<file path="src/sv/fnvph_pkg.sv">
// ----------------------------------------------------------------------------
// fnvph_pkg
// Constants and types shared by the dual-lane FNV prefix hash chain.
// ----------------------------------------------------------------------------
package fnvph_pkg;

   localparam logic [63:0] FNV_OFFSET   = 64'hCBF2_9CE4_8422_2325;
   localparam logic [63:0] LANE_XOR     = 64'hA5A5_A5A5_A5A5_A5A5;
   localparam logic [63:0] HIGH_OFFSET  = FNV_OFFSET ^ LANE_XOR;
   localparam logic [31:0] TALLY_MAX    = 32'hFFFF_FFFF;

   localparam int TOKEN_BYTES = 17;
   localparam int RAW_BYTES   = 8;
   localparam int BUF_W       = TOKEN_BYTES * 8;
   localparam int CNT_W       = $clog2(TOKEN_BYTES + 1);

   localparam logic OP_TOKEN = 1'b0;
   localparam logic OP_RAW   = 1'b1;

   typedef enum logic [1:0] {
      ST_IDLE,
      ST_ABSORB,
      ST_EMIT
   } fnvph_state_type;

   typedef struct packed {
      logic load;
      logic advance;
   } fnvph_seq_ctl_type;

   typedef struct packed {
      logic busy;
      logic last;
   } fnvph_seq_stat_type;

endpackage

</file>
<file path="src/sv/fnvph_if.sv">
// ----------------------------------------------------------------------------
// fnvph_req_if / fnvph_rsp_if
// Valid/ready channels for input items and hash result items.
// ----------------------------------------------------------------------------
interface fnvph_req_if;
   logic               valid;
   logic               ready;
   logic               operation;
   logic signed [31:0] token_id;
   logic        [7:0]  token_type;
   logic signed [31:0] position_a;
   logic signed [31:0] position_b;
   logic signed [31:0] position_c;
   logic        [63:0] raw_value;
   logic        [3:0]  raw_bytes;
   logic               restart;
   logic               close_prefix;

   modport source (
      output valid, operation, token_id, token_type, position_a, position_b,
             position_c, raw_value, raw_bytes, restart, close_prefix,
      input  ready
   );
   modport sink (
      input  valid, operation, token_id, token_type, position_a, position_b,
             position_c, raw_value, raw_bytes, restart, close_prefix,
      output ready
   );
endinterface

interface fnvph_rsp_if;
   logic        valid;
   logic        ready;
   logic [63:0] hash_low;
   logic [63:0] hash_high;
   logic [31:0] prefix_tokens;

   modport source (
      output valid, hash_low, hash_high, prefix_tokens,
      input  ready
   );
   modport sink (
      input  valid, hash_low, hash_high, prefix_tokens,
      output ready
   );
endinterface

</file>
<file path="src/sv/fnvph_step.sv">
// ----------------------------------------------------------------------------
// fnvph_step
// Shared FNV-1a byte step for both lanes: xor the byte, multiply by the prime.
// ----------------------------------------------------------------------------
module fnvph_step
   import fnvph_pkg::*;
(
   input  logic [63:0] lane_low,
   input  logic [63:0] lane_high,
   input  logic [7:0]  data_byte,
   output logic [63:0] next_low,
   output logic [63:0] next_high
);

   // The prime is 2^40 + 0x1B3, so the product is a sum of shifted copies.
   function automatic logic [63:0] mul_prime(input logic [63:0] x);
      mul_prime = (x << 40) + (x << 8) + (x << 7) + (x << 5) + (x << 4)
                + (x << 1) + x;
   endfunction

   assign next_low  = mul_prime(lane_low  ^ {56'd0, data_byte});
   assign next_high = mul_prime(lane_high ^ {56'd0, data_byte});

endmodule

</file>
<file path="src/sv/fnvph_byte_seq.sv">
// ----------------------------------------------------------------------------
// fnvph_byte_seq
// Holds the bytes of one item and presents them lowest first, one per step.
// ----------------------------------------------------------------------------
module fnvph_byte_seq
   import fnvph_pkg::*;
(
   input  logic               clock,
   input  logic               reset,
   input  fnvph_seq_ctl_type  ctl,
   input  logic [BUF_W-1:0]   load_data,
   input  logic [CNT_W-1:0]   load_count,
   output logic [7:0]         cur_byte,
   output fnvph_seq_stat_type stat
);

   logic [BUF_W-1:0] buf_ff, buf_in;
   logic [CNT_W-1:0] count_ff, count_in;

   always_comb begin
      buf_in   = buf_ff;
      count_in = count_ff;
      if (ctl.load) begin
         buf_in   = load_data;
         count_in = load_count;
      end else if (ctl.advance && (count_ff != '0)) begin
         buf_in   = buf_ff >> 8;
         count_in = count_ff - CNT_W'(1);
      end
   end

   always_ff @(posedge clock) begin
      buf_ff <= buf_in;
      if (reset) begin
         count_ff <= '0;
      end else begin
         count_ff <= count_in;
      end
   end

   assign cur_byte  = buf_ff[7:0];
   assign stat.busy = (count_ff != '0);
   assign stat.last = (count_ff == CNT_W'(1));

endmodule

</file>
<file path="src/sv/dual_lane_fnv_prefix_hash_chain.sv">
// ----------------------------------------------------------------------------
// dual_lane_fnv_prefix_hash_chain
// Two 64-bit FNV-1a lanes over token records and raw words, with prefix close.
// ----------------------------------------------------------------------------
// The block absorbs one item at a time, one byte per clock, into two FNV-1a
// lanes that share the prime 0x100000001B3: the low lane starts at the standard
// offset and the high lane at that offset xored with 0xA5A5A5A5A5A5A5A5. A
// token record feeds 17 bytes (id, type byte, three positions, all
// little-endian) and bumps a saturating token count; a raw item feeds the low
// raw_bytes bytes of raw_value, clamped to eight. With restart set the lanes
// and the count are reloaded before the item is absorbed; with close_prefix
// set one result item carrying both lanes and the count is produced after it.
// An item is loaded into the byte sequencer on acceptance, absorbed byte by
// byte in the absorb state, and then passes the emit state before the block is
// ready again; a raw item with no bytes still passes through the absorb state.
// The block's pace is set by the single byte-step unit, which updates both
// lanes together on each step, walked through the item's bytes by the byte
// sequencer. The result sits in an output register, so the next item can be
// taken while a result still waits; only when a second close arrives before
// the first result is taken does the block hold in its emit state, until the
// receiver takes the first result.

module dual_lane_fnv_prefix_hash_chain
   import fnvph_pkg::*;
(
   input  logic        clock,
   input  logic        reset,
   fnvph_req_if.sink   req_if,
   fnvph_rsp_if.source rsp_if
);

   fnvph_state_type state_ff, state_in;

   logic [63:0] lane_low_ff, lane_low_in;
   logic [63:0] lane_high_ff, lane_high_in;
   logic [31:0] tally_ff, tally_in;
   logic        close_ff, close_in;

   logic        out_valid_ff, out_valid_in;
   logic [63:0] out_low_ff, out_high_ff;
   logic [31:0] out_tokens_ff;
   logic        out_load;

   logic               accept;
   fnvph_seq_ctl_type  seq_ctl;
   fnvph_seq_stat_type seq_stat;
   logic [BUF_W-1:0]   load_data;
   logic [CNT_W-1:0]   load_count;
   logic [7:0]         cur_byte;
   logic [63:0]        step_low, step_high;
   logic [31:0]        tally_base;

   // The block takes an item only when it is idle and out of reset.
   assign req_if.ready = (state_ff == ST_IDLE) && !reset;
   assign accept       = req_if.valid && req_if.ready;

   // Byte image of the incoming item, lowest byte absorbed first.
   always_comb begin
      if (req_if.operation == OP_TOKEN) begin
         load_data  = {req_if.position_c, req_if.position_b, req_if.position_a,
                       req_if.token_type, req_if.token_id};
         load_count = CNT_W'(TOKEN_BYTES);
      end else begin
         load_data = {{(BUF_W - 64){1'b0}}, req_if.raw_value};
         if (req_if.raw_bytes > 4'(RAW_BYTES)) begin
            load_count = CNT_W'(RAW_BYTES);
         end else begin
            load_count = CNT_W'(req_if.raw_bytes);
         end
      end
   end

   fnvph_byte_seq u_seq (
      .clock      (clock),
      .reset      (reset),
      .ctl        (seq_ctl),
      .load_data  (load_data),
      .load_count (load_count),
      .cur_byte   (cur_byte),
      .stat       (seq_stat)
   );

   fnvph_step u_step (
      .lane_low  (lane_low_ff),
      .lane_high (lane_high_ff),
      .data_byte (cur_byte),
      .next_low  (step_low),
      .next_high (step_high)
   );

   // Restart clears the count before this item's own token is counted.
   assign tally_base = req_if.restart ? 32'd0 : tally_ff;

   always_comb begin
      state_in     = state_ff;
      lane_low_in  = lane_low_ff;
      lane_high_in = lane_high_ff;
      tally_in     = tally_ff;
      close_in     = close_ff;
      seq_ctl      = '0;
      out_load     = 1'b0;

      case (state_ff)
         ST_IDLE: begin
            if (accept) begin
               seq_ctl.load = 1'b1;
               close_in     = req_if.close_prefix;
               state_in     = ST_ABSORB;
               if (req_if.restart) begin
                  lane_low_in  = FNV_OFFSET;
                  lane_high_in = HIGH_OFFSET;
               end
               if ((req_if.operation == OP_TOKEN) && (tally_base != TALLY_MAX)) begin
                  tally_in = tally_base + 32'd1;
               end else begin
                  tally_in = tally_base;
               end
            end
         end
         ST_ABSORB: begin
            // One byte through the shared step unit per cycle.
            if (seq_stat.busy) begin
               seq_ctl.advance = 1'b1;
               lane_low_in     = step_low;
               lane_high_in    = step_high;
               if (seq_stat.last) begin
                  state_in = ST_EMIT;
               end
            end else begin
               state_in = ST_EMIT;
            end
         end
         ST_EMIT: begin
            if (!close_ff) begin
               state_in = ST_IDLE;
            end else if (!out_valid_ff || rsp_if.ready) begin
               out_load = 1'b1;
               state_in = ST_IDLE;
            end
         end
         default: begin
            state_in = ST_IDLE;
         end
      endcase
   end

   always_comb begin
      out_valid_in = out_valid_ff;
      if (out_load) begin
         out_valid_in = 1'b1;
      end else if (rsp_if.ready) begin
         out_valid_in = 1'b0;
      end
   end

   always_ff @(posedge clock) begin
      if (reset) begin
         state_ff     <= ST_IDLE;
         lane_low_ff  <= FNV_OFFSET;
         lane_high_ff <= HIGH_OFFSET;
         tally_ff     <= 32'd0;
         close_ff     <= 1'b0;
         out_valid_ff <= 1'b0;
      end else begin
         state_ff     <= state_in;
         lane_low_ff  <= lane_low_in;
         lane_high_ff <= lane_high_in;
         tally_ff     <= tally_in;
         close_ff     <= close_in;
         out_valid_ff <= out_valid_in;
      end
   end

   // Result payload carries no reset; it is qualified by the valid flag.
   always_ff @(posedge clock) begin
      if (out_load) begin
         out_low_ff    <= lane_low_ff;
         out_high_ff   <= lane_high_ff;
         out_tokens_ff <= tally_ff;
      end
   end

   assign rsp_if.valid         = out_valid_ff;
   assign rsp_if.hash_low      = out_low_ff;
   assign rsp_if.hash_high     = out_high_ff;
   assign rsp_if.prefix_tokens = out_tokens_ff;

endmodule

</file>
<file path="src/flat_wrapper.sv">
// flat-port wrapper written by rule: the top's interface ports become plain ports
module dual_lane_fnv_prefix_hash_chain_flat import fnvph_pkg::*;
  (clock, reset, req_if_valid, req_if_operation, req_if_token_id, req_if_token_type, req_if_position_a, req_if_position_b, req_if_position_c, req_if_raw_value, req_if_raw_bytes, req_if_restart, req_if_close_prefix, req_if_ready, rsp_if_valid, rsp_if_hash_low, rsp_if_hash_high, rsp_if_prefix_tokens, rsp_if_ready);
  fnvph_req_if req_if_i ();
  fnvph_rsp_if rsp_if_i ();
  input  logic clock;
  input  logic reset;
  input wire logic [$bits(req_if_i.valid)-1:0] req_if_valid;
  input wire logic [$bits(req_if_i.operation)-1:0] req_if_operation;
  input wire logic [$bits(req_if_i.token_id)-1:0] req_if_token_id;
  input wire logic [$bits(req_if_i.token_type)-1:0] req_if_token_type;
  input wire logic [$bits(req_if_i.position_a)-1:0] req_if_position_a;
  input wire logic [$bits(req_if_i.position_b)-1:0] req_if_position_b;
  input wire logic [$bits(req_if_i.position_c)-1:0] req_if_position_c;
  input wire logic [$bits(req_if_i.raw_value)-1:0] req_if_raw_value;
  input wire logic [$bits(req_if_i.raw_bytes)-1:0] req_if_raw_bytes;
  input wire logic [$bits(req_if_i.restart)-1:0] req_if_restart;
  input wire logic [$bits(req_if_i.close_prefix)-1:0] req_if_close_prefix;
  output wire logic [$bits(req_if_i.ready)-1:0] req_if_ready;
  output wire logic [$bits(rsp_if_i.valid)-1:0] rsp_if_valid;
  output wire logic [$bits(rsp_if_i.hash_low)-1:0] rsp_if_hash_low;
  output wire logic [$bits(rsp_if_i.hash_high)-1:0] rsp_if_hash_high;
  output wire logic [$bits(rsp_if_i.prefix_tokens)-1:0] rsp_if_prefix_tokens;
  input wire logic [$bits(rsp_if_i.ready)-1:0] rsp_if_ready;
  assign req_if_i.valid = req_if_valid;
  assign req_if_i.operation = req_if_operation;
  assign req_if_i.token_id = req_if_token_id;
  assign req_if_i.token_type = req_if_token_type;
  assign req_if_i.position_a = req_if_position_a;
  assign req_if_i.position_b = req_if_position_b;
  assign req_if_i.position_c = req_if_position_c;
  assign req_if_i.raw_value = req_if_raw_value;
  assign req_if_i.raw_bytes = req_if_raw_bytes;
  assign req_if_i.restart = req_if_restart;
  assign req_if_i.close_prefix = req_if_close_prefix;
  assign req_if_ready = req_if_i.ready;
  assign rsp_if_valid = rsp_if_i.valid;
  assign rsp_if_hash_low = rsp_if_i.hash_low;
  assign rsp_if_hash_high = rsp_if_i.hash_high;
  assign rsp_if_prefix_tokens = rsp_if_i.prefix_tokens;
  assign rsp_if_i.ready = rsp_if_ready;
  dual_lane_fnv_prefix_hash_chain u_core (.clock(clock), .reset(reset), .req_if(req_if_i), .rsp_if(rsp_if_i));
endmodule
</file>
<file path="config.mk">
export PLATFORM = sky130hd
export DESIGN_NAME = dual_lane_fnv_prefix_hash_chain_flat
export DESIGN_NICKNAME = d
export VERILOG_FILES = /design/src/sv/fnvph_pkg.sv /design/src/sv/fnvph_if.sv /design/src/sv/fnvph_step.sv /design/src/sv/fnvph_byte_seq.sv /design/src/sv/dual_lane_fnv_prefix_hash_chain.sv /design/src/flat_wrapper.sv
export SDC_FILE = /design/constraint.sdc
export NUM_CORES = 2
export LEC_CHECK = 0
export ABC_AREA = 1
export BUFFER_PORTS_ARGS = -buffer_cell sky130_fd_sc_hd__buf_2
export CAP_MARGIN = 40
export CORE_ASPECT_RATIO = 0.5
export CORE_UTILIZATION = 60
export CTS_CLUSTER_SIZE = 12
export DETAILED_ROUTE_END_ITERATION = 7
export PLACE_DENSITY = 0.82
export SLEW_MARGIN = 10
export SYNTH_ARGS = -nofsm -noshare
export SYNTH_HDL_FRONTEND = slang
export SYNTH_SLANG_ARGS = --single-unit
</file>
<file path="constraint.sdc">
create_clock -name clock -period 23.2 [get_ports clock]
set_clock_uncertainty 0.2 [all_clocks]
set_input_delay 1.16 -clock clock [delete_from_list [all_inputs] [get_ports clock]]
set_output_delay 1.16 -clock clock [all_outputs]
set_load 0.01 [all_outputs]
</file>
After elaboration in Yosys (flattened, before gate mapping)
Cells that the tools add are included.
{"block": "word_totals", "ff_bits": 465, "in_bits": 211}
{"block": "op_classes", "bitwise": 3, "n_eq_ne": 9, "n_reduce_logical": 15, "n_lt_le_gt_ge": 1, "add_sub_neg": 14, "n_mux": 32}
{"operator": "adder 64 bit", "count": 12}
{"operator": "two-way mux 136 bit", "count": 3}
{"operator": "two-way mux 64 bit", "count": 6}
{"operator": "case mux 64 bit (2 select lines)", "count": 2}
{"operator": "XOR 64 x 8 -> 64 bit", "count": 2}
{"operator": "two-way mux 32 bit", "count": 2}
{"operator": "adder 32 x 1 -> 32 bit (second input constant)", "count": 1}
{"operator": "!= test 32 bit (second input constant)", "count": 1}
{"operator": "two-way mux 5 bit", "count": 3}
{"operator": "two-way mux 2 bit", "count": 5}
{"operator": "two-way mux 1 bit", "count": 9}
{"operator": "!= test 3 bit (second input constant)", "count": 2}
{"operator": "case mux 2 bit (3 select lines)", "count": 1}
{"operator": "nonzero test 2 bit", "count": 3}
{"operator": "equality test 5 x 1 -> 1 bit (second input constant)", "count": 1}
{"operator": "nonzero test 5 bit", "count": 1}
{"operator": "subtractor 5 x 1 -> 5 bit (second input constant)", "count": 1}
{"operator": "> comparator 4 bit (second input constant)", "count": 1}
{"operator": "logical AND 1 bit", "count": 4}
{"operator": "two-way mux 4 bit", "count": 1}
{"operator": "!= test 2 x 1 -> 1 bit (second input constant)", "count": 2}
{"operator": "AND reduction 4 bit", "count": 1}
{"operator": "AND reduction 3 bit", "count": 1}
{"operator": "equality test 2 x 1 -> 1 bit (second input constant)", "count": 1}
{"operator": "other kinds (7)", "count": 8}

Logic depth before layout (Yosys ltp)
{"block": "logic_depth", "ltp_word": 9, "ltp_mapped": 28, "mapped_depth_nobuf": 28}

Hierarchy
Synthesis repeated with hierarchy kept, for this count alone.
{"block": "hier_totals", "cells_unflattened": 5994, "area_unflattened_um2": 44974.4}
{"mod": "fnvph_step", "cells_each": 3838, "area_each_um2": 25450.7, "instances": 1}
{"mod": "dual_lane_fnv_prefix_hash_chain", "cells_each": 1527, "area_each_um2": 13300.3, "instances": 1}
{"mod": "fnvph_byte_seq", "cells_each": 629, "area_each_um2": 6223.5, "instances": 1}

Least setup slack after synthesis
No wires, ideal clock.
{"block": "synth_timing", "path_type": "input port to flip-flop", "from": "in rsp_if_ready", "to": "reg u_core.out_high_ff[0], in the netlist u_core.rsp_if.hash_high[0] (enable)", "t_arrival_ns": 7.874, "cell_stages": 2, "path_buffers": 0, "t_required_ns": 22.317, "slack_ns": 14.443, "path_cell_list": "nor2_1 -> nor2_1"}
{"block": "synth_via", "elab_chain_len": 4}
{"item": "start, declared", "line": "flat_wrapper.sv:24", "text": "input wire logic [$bits(rsp_if_i.ready)-1:0] rsp_if_ready;"}
{"item": "logical OR 1 bit", "line": "dual_lane_fnv_prefix_hash_chain.sv:136", "text": "end else if (!out_valid_ff || rsp_if.ready) begin"}
{"item": "two-way mux 1 bit", "line": "dual_lane_fnv_prefix_hash_chain.sv:136"}
{"item": "two-way mux 1 bit", "line": "dual_lane_fnv_prefix_hash_chain.sv:134", "text": "if (!close_ff) begin"}
{"item": "two-way mux 1 bit", "line": "dual_lane_fnv_prefix_hash_chain.sv:103", "text": "case (state_ff)"}
{"item": "named net u_core.out_load", "line": "dual_lane_fnv_prefix_hash_chain.sv:42", "text": "logic out_load;"}
{"item": "end signal, assigned", "line": "dual_lane_fnv_prefix_hash_chain.sv:178", "text": "out_high_ff <= lane_high_ff;"}
{"item": "end, declared", "line": "dual_lane_fnv_prefix_hash_chain.sv:40", "text": "logic [63:0] out_low_ff, out_high_ff;"}
The timed path passes the listed nets, and every way through them passes these cells.
A chain may end at the register's enable or synchronous reset.

Worst setup path in the final report
{"block": "layout_timing", "from": "reg u_core.lane_low_ff[15]", "to": "reg u_core.lane_low_ff[44]"}
{"block": "layout_via", "elab_chain_len": 9}
{"item": "start, declared", "line": "dual_lane_fnv_prefix_hash_chain.sv:34", "text": "logic [63:0] lane_low_ff, lane_low_in;"}
{"item": "start signal, assigned", "line": "dual_lane_fnv_prefix_hash_chain.sv:166", "text": "lane_low_ff <= lane_low_in;"}
{"item": "XOR 64 x 8 -> 64 bit *", "line": "fnvph_step.sv:21", "text": "assign next_low = mul_prime(lane_low ^ {56'd0, data_byte});"}
{"item": "adder 64 bit (4 in a row)", "line": "fnvph_step.sv:17", "text": "mul_prime = (x << 40) + (x << 8) + (x << 7) + (x << 5) + (x << 4)"}
{"item": "adder 64 bit", "line": "fnvph_step.sv:18", "text": "+ (x << 1) + x;"}
{"item": "adder 64 bit *", "line": "fnvph_step.sv:18"}
{"item": "two-way mux 64 bit *", "line": "dual_lane_fnv_prefix_hash_chain.sv:122", "text": "if (seq_stat.busy) begin"}
{"item": "case mux 64 bit (2 select lines) *", "line": "dual_lane_fnv_prefix_hash_chain.sv:103"}
Mark *: on every way between the ends. The rest lies on a longest branch, timed or not. The select of a mux whose other input is x is not followed.

==> impl_metrics.csv <==
group,metric,value,unit
setup_path,end_kind,"flop",
global_route,grt_overflow,0,
route,wl,142000,um
clocking,clkTransAtPathRegs,0.07,ns
finish,layout_common_cells,"inv_1, nand2_1, fa_1",
setup_path,r2r_slack,17.33,ns
synthesis,synthCells,5367,
clocking,cts-resized-gates,0,
setup_path,critical_path_required,23.50,ns
die,die_area,0.0731,mm^2
timing,hold_viol,0,
timing,fin_crit_sh,0.253,
die,coreArea,0.0711,mm^2
global_route,first_global_vias,36644,
route,vias_per_cell,5.57,
flow_run,drv_cap,0,
clocking,htree_levels,2,
setup_path,cp_cell_sequence,"inv_1 > fa_1 > inv_1 > fa_1 > inv_1 > fa_1 > inv_1 > ha_1 > ha_1 > nand2_1 > nor2_1 > nand2_1 > nor2_1 > nand2_1 > nand3_1 > nand2_1 > nand3_1 > nand2_1 > o21ai_0 > nand3_1",
synthesis,yosys_warnings,0,
global_route,grt_usage,0.389,
global_route,grt_pass1_wl,213000,um
synthesis,avgSynthCellArea,8.05,um^2
synthesis,synthesis.area,0.0432,mm^2
clocking,clk_path_buf_depth,3,
synthesis,synth_cell_types,49,
clocking,tritoncts,"built",
setup_path,cp_max_fo,7,
clocking,cts_setup_buffers,0,
setup_path,critPathBufInv,4,
setup_path,cp-start-kind,"flop",
finish,drive_gt1_frac,0.110,
finish,final_common_cell,"inv_1",
clocking,clk_latency,0.66,ns
route,drcViolationCount,0,
synthesis,ys_ff_latch,465,
timing,rsz0062_at_grt,"no",
clocking,hold_buffers,0,
hold_path,min_path_cells,0,
finish,layout.nets,6623,
timing,relSlewSlack,0.394,
clocking,cts_sinks,465,
setup_path,crit-reg2reg-launch,"u_core.lane_low_ff[15]",
synthesis,seq_area_frac_synth,0.284,
die,die_h,192,um
setup_path,reg2reg_depth,20,
placed_design,io_buffers,372,
timing,drv_slew,0,
route,drt-wirelength-per-cell,21.2,um
timing,fmax,170,MHz
setup_path,criticalPathCategory,"flop to flop",
clocking,root_buffer,"clkbuf_16",
finish,syn_to_final_growth,10.4,%
die,die_w,381,um
placed_design,gp_congestion,1.04,
route,ant_nets,0,
setup_path,critPathCapture,"u_core.lane_low_ff[44]",
run_status,run_status,"complete, no violations",
die,pin_count,373,
setup_path,path_depth,20,
die,initial_core_util,0.607,
timing,period_needed,5.87,ns
route,drt_iter0_drc,3513,
setup_path,cpMostUsedCell,"nand2_1",
timing,finalSetupTns,0,ns
route,dr.pass1.iters,7,
clocking,numCtsBuffers,49,
hold_path,hold_class,"flop to flop",
placed_design,dp_hpwl,115000,um
timing,tightest_slew,0.909,ns
setup_path,slowest_stage,"fa_1",
setup_path,critPathMaxStageDelay,0.72,ns
setup_path,cp-startpoint,"u_core.lane_low_ff[15]",
die,rows,69,
timing,setup_viol,0,
setup_path,crit_family,"adder cells",
global_route,grt_max_degree,82,
global_route,antenna_found_initial,10,
setup_path,reg2reg_to,"u_core.lane_low_ff[44]",
synthesis,synth_nets,6274,
route,num_vias,37416,
setup_path,cp.arrival,6.17,ns
## synth_stat cells (all sizes together)
library cell / instances / area share
a21oi: 228 / 0.026
inv: 1415 / 0.12
and3b: 1 / 0.00020
o211a: 2 / 0.00046
o221a: 64 / 0.017
a22o: 64 / 0.013
nor3: 36 / 0.0047
o31ai: 1 / 0.00017
nand2: 1344 / 0.12
a31oi: 1 / 0.00014
o211ai: 12 / 0.0021
o21a: 6 / 0.0010
and2: 4 / 0.00058
and3: 5 / 0.00072
a21o: 1 / 0.00017
nand3b: 15 / 0.0026
a21boi: 4 / 0.00070
buf: 39 / 0.0049
a211oi: 1 / 0.00017
clkbuf: 56 / 0.0049
xor2: 59 / 0.012
nand4: 51 / 0.0074
a41oi: 1 / 0.00020
nand3: 226 / 0.027
ha: 216 / 0.063
fa: 480 / 0.22
o21ai: 151 / 0.018
nor4: 4 / 0.00058
o21bai: 17 / 0.0030
edfxtp: 296 / 0.21
xnor2: 25 / 0.0051
nor2: 292 / 0.026
o22ai: 1 / 0.00014
or2: 80 / 0.012
dfxtp: 169 / 0.078
## per-stage QoR
stage / setup WS (ns) / area, um^2 / hold WS [ns] / util / instances
floorplan: 14.44 / 43200 / 0.208 / - / 5367
global placement: 17.29 / 46000 / 0.215 / 0.646 / 6615
finish: 17.33 / 47700 / 0.229 / 0.671 / 6719
CTS: 17.52 / 47700 / 0.233 / 0.670 / 6713
detailed placement: 17.51 / 46100 / 0.219 / 0.648 / 6622
global route: 17.16 / 47700 / 0.242 / 0.671 / 6715
## logic make-up after synthesis
family          synth area share
flops                      0.284
compound gates            0.0824
buf+inv                    0.133
fa+ha+maj                  0.285
xor+xnor                  0.0170
simple gates               0.199
## per-layer routing
| metal | part of all wire | vias up | wire [um] | global-route usage |
|---|---|---|---|---|
| li1 | - | 17133 | - | - |
| met1 | 0.40 | 18027 | 56700 | 0.504 |
| met2 | 0.46 | 1896 | 65800 | 0.638 |
| met3 | 0.094 | 352 | 13400 | 0.0771 |
| met4 | 0.046 | 8 | 6540 | 0.167 |
| met5 | 0.00035 | - | 50 | 0 |
## worst min-delay path by stage
stage	startpoint	to
after CTS	u_core.lane_high_ff[24]	u_core.rsp_if.hash_high[24]
after global placement	u_core.lane_low_ff[17]	u_core.rsp_if.hash_low[17]
after floorplan	u_core.lane_high_ff[15]	u_core.rsp_if.hash_high[15]
final	u_core.lane_high_ff[24]	u_core.rsp_if.hash_high[24]
after detailed placement	u_core.lane_high_ff[24]	u_core.rsp_if.hash_high[24]
after global routing	u_core.lane_high_ff[24]	u_core.rsp_if.hash_high[24]
## cell type report
| type | count | area [um^2] |
|---|---|---|
| Inverter | 1415 | 5310 |
| Clock inverter | 17 | 218 |
| Sequential cell | 465 | 12300 |
| Multi-Input combinational cell | 3392 | 25200 |
| Tap cell | 958 | 1200 |
| Antenna cell | 5 | 12.5 |
| Clock buffer | 74 | 1330 |
| Timing Repair Buffer | 393 | 2130 |
| Fill cell | 5982 | 23400 |
## flip-flops by register name, summed over array words and instances (netlist names)
name and flops:
u_core.rsp_if.hash_high 64, u_core.u_seq.buf_ff 136, u_core.lane_low_ff 64, u_core.rsp_if.prefix_tokens 32
u_core.tally_ff 32, u_core.close_ff 1, u_core.rsp_if.valid 1, u_core.rsp_if.hash_low 64
u_core.state_ff 2, u_core.lane_high_ff 64, u_core.u_seq.count_ff 5
## worst reg2reg max path: cells and delay by family, from the launching register on
family | cells | cell delay (ns)
AOI/OAI and AO/OA | 1 | 0.26
adders and majority gates | 5 | 2.31
buffers and inverters | 4 | 0.68
DFF | 1 | 0.49
and+or+nand+nor | 10 | 1.80
Power is left out: the tool's default activity adds up to more than one toggle a clock period on the data nets, which glitch-free logic cannot reach.
